### src/sv/ebc_ram.sv
`timescale 1ns / 1ps
// ----------------------------------------------------------------------------
// ebc_ram
// Generic single-port synchronous RAM with registered read data.
// ----------------------------------------------------------------------------
module ebc_ram #(
    parameter int WIDTH = 8,
    parameter int DEPTH = 256
) (
    input  logic                     i_clk,
    input  logic                     i_we,
    input  logic [$clog2(DEPTH)-1:0] i_addr,
    input  logic [WIDTH-1:0]         i_wdata,
    output logic [WIDTH-1:0]         o_rdata
);

    logic [WIDTH-1:0] mem [DEPTH];

    // write and registered read
    always_ff @(posedge i_clk) begin
        if (i_we) begin
            mem[i_addr] <= i_wdata;
        end
        o_rdata <= mem[i_addr];
    end

endmodule

### config.mk
export PLATFORM = sky130hd
export DESIGN_NAME = ebc_ram
export DESIGN_NICKNAME = d
export VERILOG_FILES = /design/src/sv/ebc_ram.sv
export SDC_FILE = /design/constraint.sdc
export NUM_CORES = 2
export LEC_CHECK = 0
export BUFFER_PORTS_ARGS = -buffer_cell sky130_fd_sc_hd__buf_2
export CAP_MARGIN = 0
export CELL_PAD_IN_SITES_DETAIL_PLACEMENT = 1
export CELL_PAD_IN_SITES_GLOBAL_PLACEMENT = 1
export CORE_MARGIN = 5
export CORE_UTILIZATION = 61
export DETAILED_ROUTE_END_ITERATION = 12
export PLACE_DENSITY = 0.91
export SETUP_SLACK_MARGIN = 0.1
export SLEW_MARGIN = 0
export SYNTH_ARGS = -nofsm -noshare
export SYNTH_HDL_FRONTEND = slang
export SYNTH_SLANG_ARGS = --single-unit
### constraint.sdc
create_clock -name i_clk -period 6.2 [get_ports i_clk]
set_input_delay 0.93 -clock i_clk [delete_from_list [all_inputs] [get_ports i_clk]]
set_output_delay 0.93 -clock i_clk [all_outputs]
set_load 0.01 [all_outputs]
==> results.cfg <==
[clocking]
hold_buffers = 0
cts_resized = 0
ctsRootBufferMaster = sky130_fd_sc_hd__clkbuf_16
cts.htree.levels = 4
clk_path_buf_depth = 3
postCtsSetupRepairBufs = 0
tritoncts = built
cts.sinks = 2056
clkSlewWorstSetupHoldPaths_ns = 0.08
cts-buffers-inserted = 191
clkLatencyLatePin_ns = 0.85

[logic_synthesis]
synth.distinct_cells = 22
synthTopCellsByArea = sky130_fd_sc_hd__edfxtp_1, sky130_fd_sc_hd__mux4_2, sky130_fd_sc_hd__a22oi_1
mapped_avg_cell_area_um2 = 22.1
synth_seq_cells = 2056
synth_top_area_share_pct = 78.3
yosysWarningCount = 0
synth_seq_area_share_pct = 78.6
syn-num-nets = 3565
instance_count_of_the_mapped_netlist = 3547
synth_area_leader_cell = sky130_fd_sc_hd__edfxtp_1
mappedNetlistArea_um2 = 78500

[critical_path]
startpoint_type = primary input
crit_required_ns = 6.84
timing_worst_setup_path_type = in -> reg
worstPathArrival_ns = 5.15
worst-path-max-fanout = 80
cp-end-kind = flop

[power_and_ir_drop]
share_comb_of_total_power_pct = 4.7
total_power_mw = 29.2
cellInternalPower_mw = 22.6
switching_share_pct = 22.5
share_seq_of_total_power_pct = 52.6
ir_drop_uv = 228
power.density_nw_per_um2 = 335
clock_power_share_pct = 42.7
switchingPower_mw = 6.57
leakage_nw = 26.5

[global_route]
antenna_found_initial = 13
grt_remaining_overflow = 0
grtUsageTotal_pct = 36.5
grt_first_pass_wirelength_um = 348000
grt_pass1_vias = 42999
grt_start_max_net_pins = 150

[die]
core.rowCount = 131
fp.dieH_um = 369
dieWidth_um = 369
floorplan.core_area_um2 = 128000
num_io_pins = 26
die_area_um2 = 136000
start_util_pct = 61.5

[timing]
timing.final.hold_violations = 0
finalSetupViolCount = 0
rsz0062_at_grt = no
setup_slack_ns = 1.69
slew_headroom_pct = -10.2
post-route-period-util_pct = 72.8
whs_ns = 0.737
tightest_slew_ns = 1.63
fmaxAchievable_mhz = 222
final_max_tran_viols = 2
totalNegativeSetupSlack_ns = 0
finalWorstPathRequiredPeriod_ns = 4.51
clock_skew_ns = 0.0453

[run_status]
failing_checks = max-capacitance violations, max-slew violations
outcome = finished, violations left

[placement]
place.port_buffers = 25
dpl_worst_slack_ns = 1.06
detailedPlacementHpwl_um = 126000
globalplace.congestion = 0.821

[final_layout]
post_route_cells_drive_above_1_share_pct = 24.8
fin_nets = 3655
multi_input_comb_area_um2 = 15800
layout.cells.most_common = sky130_fd_sc_hd__edfxtp_1
final.fill_count = 9559
area.sequential_um2 = 61700
leading_cell_types_in_the_layout_fill_and_taps_excluded = sky130_fd_sc_hd__edfxtp_1, sky130_fd_sc_hd__mux4_2, sky130_fd_sc_hd__a22oi_1, sky130_fd_sc_hd__nor2_1, sky130_fd_sc_hd__clkbuf_16
area_growth_pct = 11.0

[routing]
drc_errors = 0
vias_per_cell = 7.81
vias = 42807
drt_wl_total_um = 245000
drtIter0Drc = 8513
wire_per_inst_um = 44.7
final_antenna_net_count = 0
firstDrtPassIters = 9

[min_path]
min-delay-path-class = in -> reg

[flow_run]
maxCapViolations = 2
==> state kept, by name, indices dropped and copies added, names as in the netlist <==
name     flops
mem       2048
o_rdata      8
==> per-stage QoR <==
step / instance area (µm²) / util, % / cells
after floorplan: 78500 / - / 3547
after CTS: 87100 / 68.2 / 5458
after global placement: 80700 / 63.2 / 5103
final: 87100 / 68.2 / 5478
after global routing: 87100 / 68.2 / 5459
after detailed placement: 80700 / 63.2 / 5105
==> synthesized netlist by cell type <==
cell,count
sky130_fd_sc_hd__and2_1,3
sky130_fd_sc_hd__a21oi_1,128
sky130_fd_sc_hd__o41ai_1,32
sky130_fd_sc_hd__nand2b_1,6
sky130_fd_sc_hd__nor3_1,30
sky130_fd_sc_hd__or2_2,2
sky130_fd_sc_hd__mux4_2,512
sky130_fd_sc_hd__clkbuf_1,145
sky130_fd_sc_hd__or3_1,1
sky130_fd_sc_hd__edfxtp_1,2048
sky130_fd_sc_hd__dfxtp_1,8
sky130_fd_sc_hd__nand4_1,8
sky130_fd_sc_hd__nor2_1,232
sky130_fd_sc_hd__buf_4,16
sky130_fd_sc_hd__nor2b_1,7
sky130_fd_sc_hd__nand3_1,13
sky130_fd_sc_hd__buf_6,16
sky130_fd_sc_hd__nand2_1,28
sky130_fd_sc_hd__inv_1,1
sky130_fd_sc_hd__buf_2,36
sky130_fd_sc_hd__a22oi_1,256
sky130_fd_sc_hd__buf_1,19
==> power by group through the flow <==
stage / clock (mW) / combinational [mW] / sequential [mW]
global route: 13.2 / 1.37 / 15.3
CTS: 12.4 / 1.32 / 15.3
global placement: 0 / 1.18 / 15.6
detailed placement: 0 / 1.26 / 15.6
floorplan: 0 / 0.681 / 15.6
finish: 12.5 / 1.36 / 15.4
==> critical path: stages <==
cell and delay, ns:
sky130_fd_sc_hd__buf_8 0.52, sky130_fd_sc_hd__buf_12 0.56, sky130_fd_sc_hd__mux4_2 0.65, sky130_fd_sc_hd__a22oi_1 0.45, sky130_fd_sc_hd__a21oi_1 0.18, sky130_fd_sc_hd__o41ai_1 1.37, sky130_fd_sc_hd__nand4_1 0.20
==> metal layers <==
layer	share of wire, %	vias up	wire, µm	global-route usage, %
li1	-	15245	-	-
met1	32	21786	79100	49.3
met4	5.6	8	13600	16.4
met5	0.035	-	85	0
met2	47	4900	116000	56.8
met3	15	868	36100	10.1
==> logic make-up after synthesis <==
group                  count (synthesis)  share of synthesized area (%)
AND/OR/NAND/NOR                      330                           1.73
flip-flops                          2056                           78.6
buffers and inverters                233                           1.40
multiplexers                         512                           14.7
AO/OA/AOI/OAI                        416                           3.62
==> final cells by class <==
class / count / area share (%)
Multi-Input combinational cell: 1258 / 18.1
Timing Repair Buffer: 129 / 1.32
Clock inverter: 124 / 1.50
Antenna cell: 19 / 0.0546
Sequential cell: 2056 / 70.8
Inverter: 1 / 0.00431
Tap cell: 1662 / 2.39
Clock buffer: 229 / 5.83
==> path summary, 6_finish.rpt <==
| kind | slack, ns | to | cells past startpoint | startpoint |
|---|---|---|---|---|
| max reg2reg | 2.82 | o_rdata[6]$_DFF_P_ | 5 | mem[138][6]$_DFFE_PP_ |
| min | 0.74 | mem[83][2]$_DFFE_PP_ | 1 | i_wdata[2] |
| min reg2reg | 1.09 | o_rdata[0]$_DFF_P_ | 5 | mem[0][0]$_DFFE_PP_ |
| max | 1.69 | o_rdata[6]$_DFF_P_ | 7 | i_addr[0] |
Note: power is estimated with default switching activity, not from simulation.
